[src/design/tsd_pkg.sv]
`default_nettype none
// ----------------------------------------------------------------------------
// tsd_pkg
// shared constants, types and helpers for the thumbstick radial deadzone unit
// ----------------------------------------------------------------------------
package tsd_pkg;

  localparam int FULL_SCALE = 32767;
  localparam int AXIS_W     = 16;
  localparam int DZ_W       = 15;
  localparam int SENS_W     = 16;
  localparam int SQ_W       = 32;   // x*x + y*y, at most 2^31
  localparam int ROOT_W     = 16;   // floor sqrt of SQ_W bits
  localparam int NS_W       = 31;   // sens * (magc - dz)
  localparam int DEN_W      = 31;   // magr * (FULL_SCALE - dz)
  localparam int NUM_W      = 48;   // 2*prod + den
  localparam int DIV_W      = DEN_W + 1;
  localparam int QUO_W      = 17;
  localparam int CFG_IDX_W  = 2;
  localparam int CFG_DATA_W = 16;

  localparam logic [CFG_IDX_W-1:0] REG_LEFT_DZ    = 2'd0;
  localparam logic [CFG_IDX_W-1:0] REG_RIGHT_DZ   = 2'd1;
  localparam logic [CFG_IDX_W-1:0] REG_LEFT_SENS  = 2'd2;
  localparam logic [CFG_IDX_W-1:0] REG_RIGHT_SENS = 2'd3;

  localparam logic [DZ_W-1:0]   RST_LEFT_DZ    = 15'd7849;
  localparam logic [DZ_W-1:0]   RST_RIGHT_DZ   = 15'd8689;
  localparam logic [SENS_W-1:0] RST_LEFT_SENS  = 16'd5120;
  localparam logic [SENS_W-1:0] RST_RIGHT_SENS = 16'd5120;

  // sideband carried alongside the square root
  typedef struct packed {
    logic [AXIS_W-1:0] ax;
    logic [AXIS_W-1:0] ay;
    logic              sx;
    logic              sy;
    logic              dead;
    logic [DZ_W-1:0]   dz;
    logic [SENS_W-1:0] sens;
  } sq_side_t;

  // sideband carried alongside the dividers
  typedef struct packed {
    logic sx;
    logic sy;
    logic dead;
    logic zero;
  } dv_side_t;

  // round-to-nearest quotient to a signed 16-bit delta with saturation
  function automatic logic [AXIS_W-1:0] sat_delta(input logic neg,
                                                  input logic ovf,
                                                  input logic [QUO_W-1:0] q);
    logic [AXIS_W-1:0] res;
    if (neg) begin
      if (ovf || q > 17'd32768) res = 16'h8000;
      else                      res = 16'(-q);
    end else begin
      if (ovf || q > 17'd32767) res = 16'h7fff;
      else                      res = q[AXIS_W-1:0];
    end
    return res;
  endfunction

endpackage
`default_nettype wire

[src/design/tsd_isqrt.sv]
`default_nettype none
// ----------------------------------------------------------------------------
// tsd_isqrt
// pipelined floor square root, one result bit per stage
// ----------------------------------------------------------------------------
module tsd_isqrt (
  input  wire logic                      clk,
  input  wire logic                      adv,
  input  wire logic [tsd_pkg::SQ_W-1:0]  s_in,
  output logic      [tsd_pkg::ROOT_W-1:0] root_out
);
  import tsd_pkg::*;

  logic [SQ_W-1:0]   rem_r  [ROOT_W];
  logic [ROOT_W-1:0] root_r [ROOT_W];

  for (genvar i = 0; i < ROOT_W; i++) begin : g_stage
    localparam int K = ROOT_W - 1 - i;
    logic [SQ_W-1:0]   rem_in;
    logic [ROOT_W-1:0] root_in;
    logic [SQ_W:0]     trial;

    if (i == 0) begin : g_first
      assign rem_in  = s_in;
      assign root_in = '0;
    end else begin : g_next
      assign rem_in  = rem_r[i-1];
      assign root_in = root_r[i-1];
    end

    // (root + 2^k)^2 - root^2
    assign trial = ((SQ_W+1)'(root_in) << (K + 1)) + ((SQ_W+1)'(1) << (2 * K));

    always_ff @(posedge clk) begin
      if (adv) begin
        if ({1'b0, rem_in} >= trial) begin
          rem_r[i]  <= SQ_W'({1'b0, rem_in} - trial);
          root_r[i] <= root_in | (ROOT_W'(1) << K);
        end else begin
          rem_r[i]  <= rem_in;
          root_r[i] <= root_in;
        end
      end
    end
  end

  assign root_out = root_r[ROOT_W-1];

endmodule
`default_nettype wire

[config.mk]
export PLATFORM = sky130hd
export DESIGN_NAME = tsd_isqrt
export DESIGN_NICKNAME = d
export VERILOG_FILES = /design/src/design/tsd_pkg.sv /design/src/design/tsd_isqrt.sv
export SDC_FILE = /design/constraint.sdc
export NUM_CORES = 1
export LEC_CHECK = 0
export BUFFER_PORTS_ARGS = -buffer_cell sky130_fd_sc_hd__buf_2
export CAP_MARGIN = 20
export CELL_PAD_IN_SITES_DETAIL_PLACEMENT = 0
export CELL_PAD_IN_SITES_GLOBAL_PLACEMENT = 1
export CORE_ASPECT_RATIO = 1.75
export CORE_MARGIN = 1.5
export CORE_UTILIZATION = 53
export CTS_CLUSTER_DIAMETER = 80
export DETAILED_ROUTE_END_ITERATION = 6
export GPL_ROUTABILITY_DRIVEN = 0
export PLACE_DENSITY_LB_ADDON = 0.1
export SYNTH_ARGS = -nofsm -noshare
export SYNTH_HDL_FRONTEND = slang
export SYNTH_SLANG_ARGS = --single-unit
[constraint.sdc]
create_clock -name clk -period 3.9 [get_ports clk]
set_input_delay 0.39 -clock clk [delete_from_list [all_inputs] [get_ports clk]]
set_output_delay 0.39 -clock clk [all_outputs]
set_load 0.05 [all_outputs]
==> reports/metrics.cfg <==
[route]
vias=18470
firstDrtPassIters=5
viasPerCell=5.796
drt-total-wl_um=67450
ant_nets=0
wl_per_cell_um=21.17
drt_iter0_markers=810
route.detailed.drc=0

[layout]
final_cells=3186
fin_nets=2629
multi_input_area_mm2=0.01015
area_growth_syn_to_layout_pct=11.29
drive_gt1_share_pct=9.036
regArea_mm2=0.01850
fin_area_mm2=0.03295
n_antenna_cell=0
n_fill_cell=4375

[global_routing]
grt_antenna_before_repair=0
grt.overflow.total=0
track_usage_pct=24.17
grt_pass1_vias=19900
grt_max_degree=161
grt_first_pass_wirelength_um=103200

[clocking]
cts_made_buffers=56
clockBufferDepth=3
clockRootBuffer=clkbuf_16
post_cts_buffers=0
cts_tree=done
cts.clk_slew.worst_paths_ps=60
clock_sinks=616
ctsResizeCount=0
clkLatencyLatePin_ps=640
cts_max_level=2

[worst_setup_path]
r2r_end=rem_r[1][110]
reg2reg_depth=8
rrSetupSlack_ps=130
r2r_start=rem_r[1][84]
required_ps=4270
endpoint_kind=register
arrival_ps=4140
crit_fanout=24
worst-setup-path-type=reg -> reg
worstSetupStartpointType=register

[timing]
setup_tns_ps=0
worst_slew_pin_slew_ps=1106
setup_viol_count_final=0
hold_violations=0
report.final.slew_viol_count=0
period_needed_ps=3770
max-slew-margin-rel_pct=25.67
fin_ws_ps=130.5
clock.fmax_ghz=0.2653
rsz0062_at_grt=no
fin_skew_ps=37.43
fin_crit_sh_pct=96.65

[synthesis]
synth_area_mm2=0.02961
yosys-mux-area-fraction_pct=1.141
synth_ff_type=edfxtp_1
synth_area_leaders=edfxtp_1 (62%), ha_1 (6.3%), xnor2_1 (3.3%)
synth_edf_count=616
syn_avg_cell_area_um2=12.74
synthArstFlopShare_pct=0
yosysTopAreaCell=edfxtp_1
yosys.area_share.simple_pct=12.20
synth_cell_types=86
synth_cells=2325
synth_top_area_share_pct=62.47
synth_compound_area_share_pct=9.009
ys_seq_elements=616
syn_nets=2509
ys_seq_area_share_pct=62.47
ys_warn_count=0
synth_adder_area_share_pct=6.338
synth-xor-area-share_pct=5.590
synth_top_family_by_area=simple AND/OR/NAND/NOR gates

[worst_hold_path]
hold_depth=3
holdPathEnd=rem_r[0][31]
min_from=s_in[31]
hold_path.class=in -> reg

[floorplan]
rows=114
chipHeight_um=315.7
pin_count=50
core_area_mm2=0.05520
die_x_um=181.7
start_util_pct=53.64
die_area_mm2=0.05735

[placed_design]
place_ws_ps=160.4
dpl_cell_area_mm2=0.03082
port_buffers=49
dp_cells=3053
hpwlAfterDp_um=51830

[power_and_ir_drop]
power.density_mw_per_mm2=513.4
p_leak_nw=12.41
total_power_w=0.01692
max-vdd-ir-drop_mv=0.4260

[flow_run]
drv_cap=0

[status]
status=finished, final reports clean

==> worst max-delay path by stage <==
stage,from,end,cells past startpoint
floorplan,rem_r[1][177],rem_r[1][198],8
global placement,rem_r[1][46],rem_r[1][89],7
detailed placement,rem_r[1][84],rem_r[1][110],8
CTS,rem_r[1][84],rem_r[1][110],8
global route,rem_r[1][84],rem_r[1][127],9
finish,rem_r[1][84],rem_r[1][110],8
==> flip-flops by register name, summed over array words and instances, names as in the netlist <==
| signal | cells |
|---|---|
| rem_r | 480 |
| root_r | 136 |
==> critical path: stages (launching register included) <==
cell and delay (ps):
edfxtp_1 430, ha_1 410, nor2b_1 310, nand3_1 110, nor4_1 630, o41ai_1 180, and2_1 340, inv_1 670
mux2_2 410
==> layout make-up <==
type / count / area share, %
Clock inverter: 35 / 1.181
Multi-Input combinational cell: 1462 / 30.82
Timing Repair Buffer: 117 / 2.643
Tap cell: 696 / 2.643
Inverter: 192 / 2.195
Clock buffer: 68 / 4.389
Sequential cell: 616 / 56.13
==> power breakdown <==
group,leakage (nW),switching (W),internal (W)
clock,0.883,0.00245,0.00306
combinational,5.63,0.00157,0.00113
sequential,5.89,0.000499,0.00820
total,12.4,0.00452,0.0124
==> through the flow <==
step           utilization, %  hold slack, ps
6_report                59.70           111.2
5_1_grt                 59.70           97.01
4_1_cts                 59.70           83.08
3_5_place_dp            55.83           428.8
3_3_place_gp            55.80           427.7
2_1_floorplan               -           416.6
==> kinds of logic (layout without fill, tap and decap cells) <==
| group | count (synthesis) | count (layout) |
|---|---|---|
| AND/OR/NAND/NOR | 680 | 680 |
| buffers and inverters | 247 | 412 |
| XOR/XNOR | 189 | 189 |
| AO/OA/AOI/OAI | 412 | 412 |
| multiplexers | 31 | 31 |
| adder cells (fa/ha/maj) | 150 | 150 |
| flip-flops | 616 | 616 |
==> cell usage in the layout (no fill, tap or decap), drive strengths merged, types with 29 or more instances in the layout <==
cell / instances
nand2: 128
edfxtp: 616
o21ai: 96
nand3: 45
buf: 87
nand4: 35
nor4: 69
xnor2: 111
nor2: 162
dlygate4sd3: 30
nor3: 71
xor2: 78
o21a: 29
clkbuf: 68
a21oi: 122
inv: 192
ha: 150
==> synth_stat cells (13+ instances only) <==
master / n
xor2_1: 78
xnor2_1: 111
nand2_1: 127
nand3_1: 45
clkbuf_1: 43
nor2b_1: 21
nor4b_1: 16
edfxtp_1: 616
inv_1: 191
ha_1: 150
o211ai_1: 13
mux2_2: 21
o31ai_1: 13
nor2_1: 161
a21oi_1: 122
or3_1: 22
nor3_1: 69
o21ai_0: 93
nand3b_1: 14
nand4_1: 35
nor4_1: 67
nand2b_1: 26
o21a_1: 29
a211oi_1: 25
a21o_1: 28
==> metal layers <==
layer	up-vias	wire [um]	GRT usage, %
met4	0	5717	18.67
met5	-	0	0
li1	8934	-	-
met2	333	43460	55.54
met3	207	1334	2.338
met1	8992	16940	15.48
==> what timing repair did <==
action | in CTS | in global routing
hold buffers | 30 | 0
endpoints found under the setup margin | 0 | 0
endpoints found under the hold margin | 30 | 0
(Power assumes the default switching activity.)
