$ cat src/design/tsd_pkg.sv
`default_nettype none
// ----------------------------------------------------------------------------
// tsd_pkg
// shared constants, types and helpers for the thumbstick radial deadzone unit
// ----------------------------------------------------------------------------
package tsd_pkg;

  localparam int FULL_SCALE = 32767;
  localparam int AXIS_W     = 16;
  localparam int DZ_W       = 15;
  localparam int SENS_W     = 16;
  localparam int SQ_W       = 32;   // x*x + y*y, at most 2^31
  localparam int ROOT_W     = 16;   // floor sqrt of SQ_W bits
  localparam int NS_W       = 31;   // sens * (magc - dz)
  localparam int DEN_W      = 31;   // magr * (FULL_SCALE - dz)
  localparam int NUM_W      = 48;   // 2*prod + den
  localparam int DIV_W      = DEN_W + 1;
  localparam int QUO_W      = 17;
  localparam int CFG_IDX_W  = 2;
  localparam int CFG_DATA_W = 16;

  localparam logic [CFG_IDX_W-1:0] REG_LEFT_DZ    = 2'd0;
  localparam logic [CFG_IDX_W-1:0] REG_RIGHT_DZ   = 2'd1;
  localparam logic [CFG_IDX_W-1:0] REG_LEFT_SENS  = 2'd2;
  localparam logic [CFG_IDX_W-1:0] REG_RIGHT_SENS = 2'd3;

  localparam logic [DZ_W-1:0]   RST_LEFT_DZ    = 15'd7849;
  localparam logic [DZ_W-1:0]   RST_RIGHT_DZ   = 15'd8689;
  localparam logic [SENS_W-1:0] RST_LEFT_SENS  = 16'd5120;
  localparam logic [SENS_W-1:0] RST_RIGHT_SENS = 16'd5120;

  // sideband carried alongside the square root
  typedef struct packed {
    logic [AXIS_W-1:0] ax;
    logic [AXIS_W-1:0] ay;
    logic              sx;
    logic              sy;
    logic              dead;
    logic [DZ_W-1:0]   dz;
    logic [SENS_W-1:0] sens;
  } sq_side_t;

  // sideband carried alongside the dividers
  typedef struct packed {
    logic sx;
    logic sy;
    logic dead;
    logic zero;
  } dv_side_t;

  // round-to-nearest quotient to a signed 16-bit delta with saturation
  function automatic logic [AXIS_W-1:0] sat_delta(input logic neg,
                                                  input logic ovf,
                                                  input logic [QUO_W-1:0] q);
    logic [AXIS_W-1:0] res;
    if (neg) begin
      if (ovf || q > 17'd32768) res = 16'h8000;
      else                      res = 16'(-q);
    end else begin
      if (ovf || q > 17'd32767) res = 16'h7fff;
      else                      res = q[AXIS_W-1:0];
    end
    return res;
  endfunction

endpackage
`default_nettype wire

$ cat src/design/tsd_div.sv
`default_nettype none
// ----------------------------------------------------------------------------
// tsd_div
// pipelined restoring divider, overflow check then one quotient bit per stage
// ----------------------------------------------------------------------------
module tsd_div (
  input  wire logic                       clk,
  input  wire logic                       adv,
  input  wire logic [tsd_pkg::NUM_W-1:0]  num,
  input  wire logic [tsd_pkg::DIV_W-1:0]  dvs,
  output logic      [tsd_pkg::QUO_W-1:0]  quo,
  output logic                            ovf
);
  import tsd_pkg::*;

  logic [NUM_W-1:0] rem_r  [QUO_W+1];
  logic [DIV_W-1:0] dvs_r  [QUO_W+1];
  logic [QUO_W-1:0] quo_r  [QUO_W+1];
  logic             ovf_r  [QUO_W+1];

  // quotient too big for QUO_W bits
  always_ff @(posedge clk) begin
    if (adv) begin
      ovf_r[0] <= {1'b0, num} >= ((NUM_W+1)'(dvs) << QUO_W);
      rem_r[0] <= num;
      dvs_r[0] <= dvs;
      quo_r[0] <= '0;
    end
  end

  for (genvar i = 1; i <= QUO_W; i++) begin : g_stage
    localparam int K = QUO_W - i;
    logic [NUM_W-1:0] sub;
    assign sub = NUM_W'(dvs_r[i-1]) << K;

    always_ff @(posedge clk) begin
      if (adv) begin
        dvs_r[i] <= dvs_r[i-1];
        ovf_r[i] <= ovf_r[i-1];
        if (rem_r[i-1] >= sub) begin
          rem_r[i] <= rem_r[i-1] - sub;
          quo_r[i] <= quo_r[i-1] | (QUO_W'(1) << K);
        end else begin
          rem_r[i] <= rem_r[i-1];
          quo_r[i] <= quo_r[i-1];
        end
      end
    end
  end

  assign quo = quo_r[QUO_W];
  assign ovf = ovf_r[QUO_W];

endmodule
`default_nettype wire

$ cat config.mk
export PLATFORM = sky130hd
export DESIGN_NAME = tsd_div
export DESIGN_NICKNAME = d
export VERILOG_FILES = /design/src/design/tsd_pkg.sv /design/src/design/tsd_div.sv
export SDC_FILE = /design/constraint.sdc
export NUM_CORES = 2
export LEC_CHECK = 0
export BUFFER_PORTS_ARGS = -buffer_cell sky130_fd_sc_hd__buf_2
export CORE_UTILIZATION = 40
export CTS_BUF_LIST = sky130_fd_sc_hd__clkbuf_16
export CTS_CLUSTER_SIZE = 40
export DETAILED_ROUTE_END_ITERATION = 8
export GPL_TIMING_DRIVEN = 0
export PLACE_DENSITY = 0.64
export SYNTH_ARGS = -nofsm -noshare
export SYNTH_HDL_FRONTEND = slang
export SYNTH_SLANG_ARGS = --single-unit
$ cat constraint.sdc
create_clock -name clk -period 5.8 [get_ports clk]
set_input_delay 1.74 -clock clk [delete_from_list [all_inputs] [get_ports clk]]
set_output_delay 1.74 -clock clk [all_outputs]
set_load 0.02 [all_outputs]
==> run_summary.xml <==
<?xml version="1.0" encoding="UTF-8"?>
<metrics>
  <group name="status">
    <metric name="violations" unit="">DRC</metric>
    <metric name="status" unit="">complete, but fails checks</metric>
  </group>
  <group name="placed_design">
    <metric name="number_of_buffers_inserted_by_port_buffering" unit="">99</metric>
    <metric name="pre_cts_ws" unit="ns">-0.8721</metric>
    <metric name="gp_routability_congestion" unit="">1.013</metric>
    <metric name="dp.final_hpwl" unit="mm">171.5</metric>
  </group>
  <group name="critical_path">
    <metric name="criticalPathCategory" unit="">primary input to flip-flop</metric>
    <metric name="critical_path.cell_chain" unit="">buf_8, clkbuf_1, inv_1, or4_1, a21o_1, nor3b_2, clkbuf_1, o21ai_0</metric>
    <metric name="worst_path_most_repeated_cell" unit="">clkbuf_1</metric>
    <metric name="cp_max_fo" unit="">94</metric>
    <metric name="slowest_delay" unit="ns">0.74</metric>
    <metric name="crit_start" unit="">adv</metric>
    <metric name="path_delay_family" unit="">buffers and inverters</metric>
    <metric name="cp_data_arrival_time" unit="ns">6.15</metric>
    <metric name="crit_buf_inv" unit="">4</metric>
    <metric name="startpoint_type" unit="">primary input</metric>
    <metric name="worst-endpoint-required" unit="ns">6.31</metric>
    <metric name="cpMaxStageDelayCell" unit="">clkbuf_1</metric>
    <metric name="endpoint_kind" unit="">flip-flop</metric>
    <metric name="timing.rr.start" unit="">rem_r[7][2]</metric>
  </group>
  <group name="finish">
    <metric name="nFillCells" unit="">19430</metric>
    <metric name="post_route_cells_drive_above_1_share" unit="%">7.728</metric>
    <metric name="n_antenna_cell" unit="">0</metric>
    <metric name="regArea" unit="um2">45970</metric>
    <metric name="area_growth_syn_to_layout" unit="%">11.82</metric>
    <metric name="most-common-layout-cells" unit="">edfxtp_1, inv_1, a21oi_1</metric>
    <metric name="multiInputGateArea" unit="um2">35790</metric>
    <metric name="layout_commonest_cell" unit="">edfxtp_1</metric>
    <metric name="nNetsFinal" unit="">8636</metric>
  </group>
  <group name="clock_tree">
    <metric name="cts_setup_buffers" unit="">0</metric>
    <metric name="cts.sink_count" unit="">1531</metric>
    <metric name="cts-buffers-inserted" unit="">175</metric>
    <metric name="clock_tree.buffer_depth" unit="">3</metric>
    <metric name="clock_tree_from_tritoncts" unit="">done</metric>
    <metric name="clock-root-buffer" unit="">clkbuf_16</metric>
    <metric name="clkLatencyLatePin" unit="ns">0.81</metric>
    <metric name="worst_setup_hold_path_clk_slew" unit="ns">0.06</metric>
    <metric name="h-tree-depth" unit="">4</metric>
  </group>
  <group name="floorplan">
    <metric name="die_outline_area" unit="um2">215400</metric>
    <metric name="chipHeight" unit="um">464.1</metric>
    <metric name="rows" unit="">169</metric>
    <metric name="num_io_pins" unit="">100</metric>
    <metric name="placeableCoreArea" unit="um2">212100</metric>
    <metric name="fp.dieW" unit="um">464.1</metric>
    <metric name="initial_cell_density_of_the_core" unit="%">40.27</metric>
  </group>
  <group name="drt">
    <metric name="drtAntennaViolNets" unit="">0</metric>
    <metric name="drt_iter0_drc" unit="">2725</metric>
    <metric name="post_dr_vias_cell" unit="">5.284</metric>
    <metric name="drt-wirelength-per-cell" unit="um">19.80</metric>
    <metric name="drt_pre_antenna_iters" unit="">7</metric>
    <metric name="met2_wirelength" unit="mm">121.5</metric>
    <metric name="total_wirelength_of_the_detailed_routed_design" unit="mm">216.2</metric>
    <metric name="vias" unit="">57700</metric>
    <metric name="met1Wirelength" unit="mm">72.46</metric>
    <metric name="top_signal_layer_used" unit="">met4</metric>
    <metric name="met3_wirelength" unit="mm">5.631</metric>
    <metric name="drt_drc_violations_left" unit="">4</metric>
  </group>
  <group name="min_path">
    <metric name="hold_start" unit="">ovf_r[13]</metric>
    <metric name="worst_hold_path_type" unit="">flip-flop to flip-flop</metric>
  </group>
  <group name="yosys">
    <metric name="yosys_warnings" unit="">0</metric>
    <metric name="synth.cell_area" unit="um2">85400</metric>
    <metric name="most_used_flip_flop_cell_after_synthesis" unit="">edfxtp_1</metric>
    <metric name="number_of_nets_in_the_synthesized_netlist" unit="">8337</metric>
    <metric name="syn_inst" unit="">7664</metric>
    <metric name="synth-async-reset-ratio" unit="%">0</metric>
    <metric name="synth_seq_cells" unit="">1531</metric>
    <metric name="synth.avg_cell_area" unit="um2">11.14</metric>
    <metric name="post_synth_num_cell_types" unit="">100</metric>
    <metric name="seq_area_frac_synth" unit="%">53.83</metric>
    <metric name="synth_edf_count" unit="">1531</metric>
  </group>
  <group name="sta">
    <metric name="final-hold-violation-count" unit="">0</metric>
    <metric name="setup_viol" unit="">0</metric>
    <metric name="max_slew.worst_pin.slew" unit="ns">1.409</metric>
    <metric name="grt_setup_unrepaired" unit="">false</metric>
    <metric name="min_period_over_period" unit="%">97.26</metric>
    <metric name="slew_headroom" unit="%">5.271</metric>
    <metric name="timing.clock.skew" unit="ns">0.03465</metric>
    <metric name="finalMaxSlewViolations" unit="">0</metric>
    <metric name="layout_setup_ws" unit="ns">0.1590</metric>
    <metric name="fin_crit" unit="ns">5.641</metric>
    <metric name="max_freq" unit="GHz">0.1773</metric>
  </group>
  <group name="grt">
    <metric name="grtUsageTotal" unit="%">19.83</metric>
    <metric name="number_of_global_route_vias_before_repair" unit="">61450</metric>
    <metric name="grt_overflow_total" unit="">0</metric>
    <metric name="global_route_wire_length_before_repair" unit="mm">333.0</metric>
    <metric name="antenna_violations_before_repair" unit="">2</metric>
    <metric name="grt_start_max_net_pins" unit="">102</metric>
  </group>
  <group name="power">
    <metric name="combinationalPowerShare" unit="%">41.1</metric>
    <metric name="pwr-share-clk" unit="%">22.5</metric>
    <metric name="netSwitchingFraction" unit="%">36.54</metric>
    <metric name="power.net_switching" unit="W">0.01725</metric>
    <metric name="cellInternalPower" unit="W">0.02996</metric>
    <metric name="fin_total_pwr" unit="W">0.04721</metric>
    <metric name="ir_worst_vdd" unit="mV">0.3228</metric>
    <metric name="total_leakage_power" unit="nW">38.05</metric>
    <metric name="p_seq_share" unit="%">36.5</metric>
    <metric name="p_per_area" unit="nW/um2">494.3</metric>
  </group>
  <group name="run">
    <metric name="maxCapViolations" unit="">0</metric>
  </group>
</metrics>
synthesized netlist by cell type (all sizes together) (14+ instances only):
cell type | n | area, um2
a221oi | 19 | 178.9
nand4b | 15 | 131.4
o21a | 76 | 570.6
buf | 37 | 177.7
nor4 | 65 | 412.9
and2 | 32 | 200.2
o2111ai | 19 | 166.4
fa | 16 | 320.3
o21bai | 69 | 518.0
nor3 | 109 | 568.0
a31o | 14 | 122.6
xnor2 | 295 | 2584
o21ai | 498 | 2492
o31ai | 40 | 305.3
nand3b | 16 | 123.9
o31a | 16 | 141.4
a31oi | 50 | 312.8
and3 | 54 | 337.8
or4 | 23 | 176.4
nor2b | 82 | 513.0
edfxtp | 1531 | 45970
xor2 | 263 | 2303
mux2 | 142 | 1599
a21oi | 632 | 3171
nand4 | 117 | 732.0
nor3b | 17 | 137.6
a21o | 348 | 2613
a21boi | 25 | 187.7
nor2 | 453 | 1708
o211ai | 37 | 282.8
or2 | 24 | 150.1
nand3 | 117 | 585.6
or3 | 31 | 193.9
clkbuf | 200 | 752.0
nand2 | 571 | 2148
inv | 728 | 2733
a211oi | 38 | 300.3
nor4b | 21 | 198.9
nand2b | 79 | 494.2
ha | 575 | 7194
per-layer routing:
metal	global-route usage [%]	vias up
li1	-	28720
met1	17.41	27080
met2	40.41	1236
met3	2.461	665
met4	14.16	0
met5	0	-
cells by family (layout without fill, tap and decap cells):
group	after synthesis	count (layout)	share of synthesized area [%]
AO/OA/AOI/OAI	2007	2007	14.68
XOR/XNOR	558	558	5.722
adder cells (fa/ha/maj)	591	591	8.799
buffers and inverters	965	1401	4.288
flip-flops	1531	1531	53.83
multiplexers	150	150	1.966
AND/OR/NAND/NOR	1862	1862	10.71
per-stage QoR:
stage               cell area (um2)  hold WS [ns]  utilization (%)  cells  TNS (ns)
global placement              89430        0.4017            42.17  10580         -
floorplan                     85400        0.4003                -   7664         0
CTS                           95500        0.4053            45.03  10920         0
detailed placement            89980        0.4045            42.42  10610    -55.44
global route                  95500        0.4134            45.03  10920         0
finish                        95500        0.4082            45.03  10920         0
final timing paths:
path / slack [ns] / cells past startpoint / endpoint
worst max-delay path: 0.16 / 8 / rem_r[4][86]
worst min-delay path: 0.41 / 0 / ovf_r[14]
worst max register to register: 0.17 / 13 / rem_r[7][73]
worst min register to register: 0.41 / 0 / ovf_r[14]
power by group through the flow:
stage | logic (W) | clock network [W] | registers (W)
floorplan | 0.0145 | 0 | 0.0169
global placement | 0.0190 | 0 | 0.0175
detailed placement | 0.0192 | 0 | 0.0174
CTS | 0.0193 | 0.0109 | 0.0172
global route | 0.0215 | 0.0113 | 0.0175
finish | 0.0194 | 0.0106 | 0.0172
worst register-to-register path: cells and delay by family, from the launching register on:
kind,cells,cell delay (ns)
compound gates,7,3.27
buf+inv,3,0.74
flops,1,0.38
mux,1,0.41
fa+ha+maj,2,0.58
flip-flops by register name (all words and copies together) (netlist names):
signal	cells
rem_r	816
dvs_r	544
quo_r	153
ovf_r	18
area by class of cell:
class                   count  area share (%)
flip-flops and latches   1531           48.14
multi-input cells        5168           37.48
clock buffers             179           4.691
well taps                2821           3.696
inverters                 728           2.861
clock inverters           135           1.087
repair buffers            122           1.022
plain buffers             237           1.018
timing repair:
action	in CTS	in global routing
endpoints found under the setup margin	1	3
gates resized for setup	1	2
hold buffers	0	0
No activity file was read; power rests on OpenSTA's default activity.
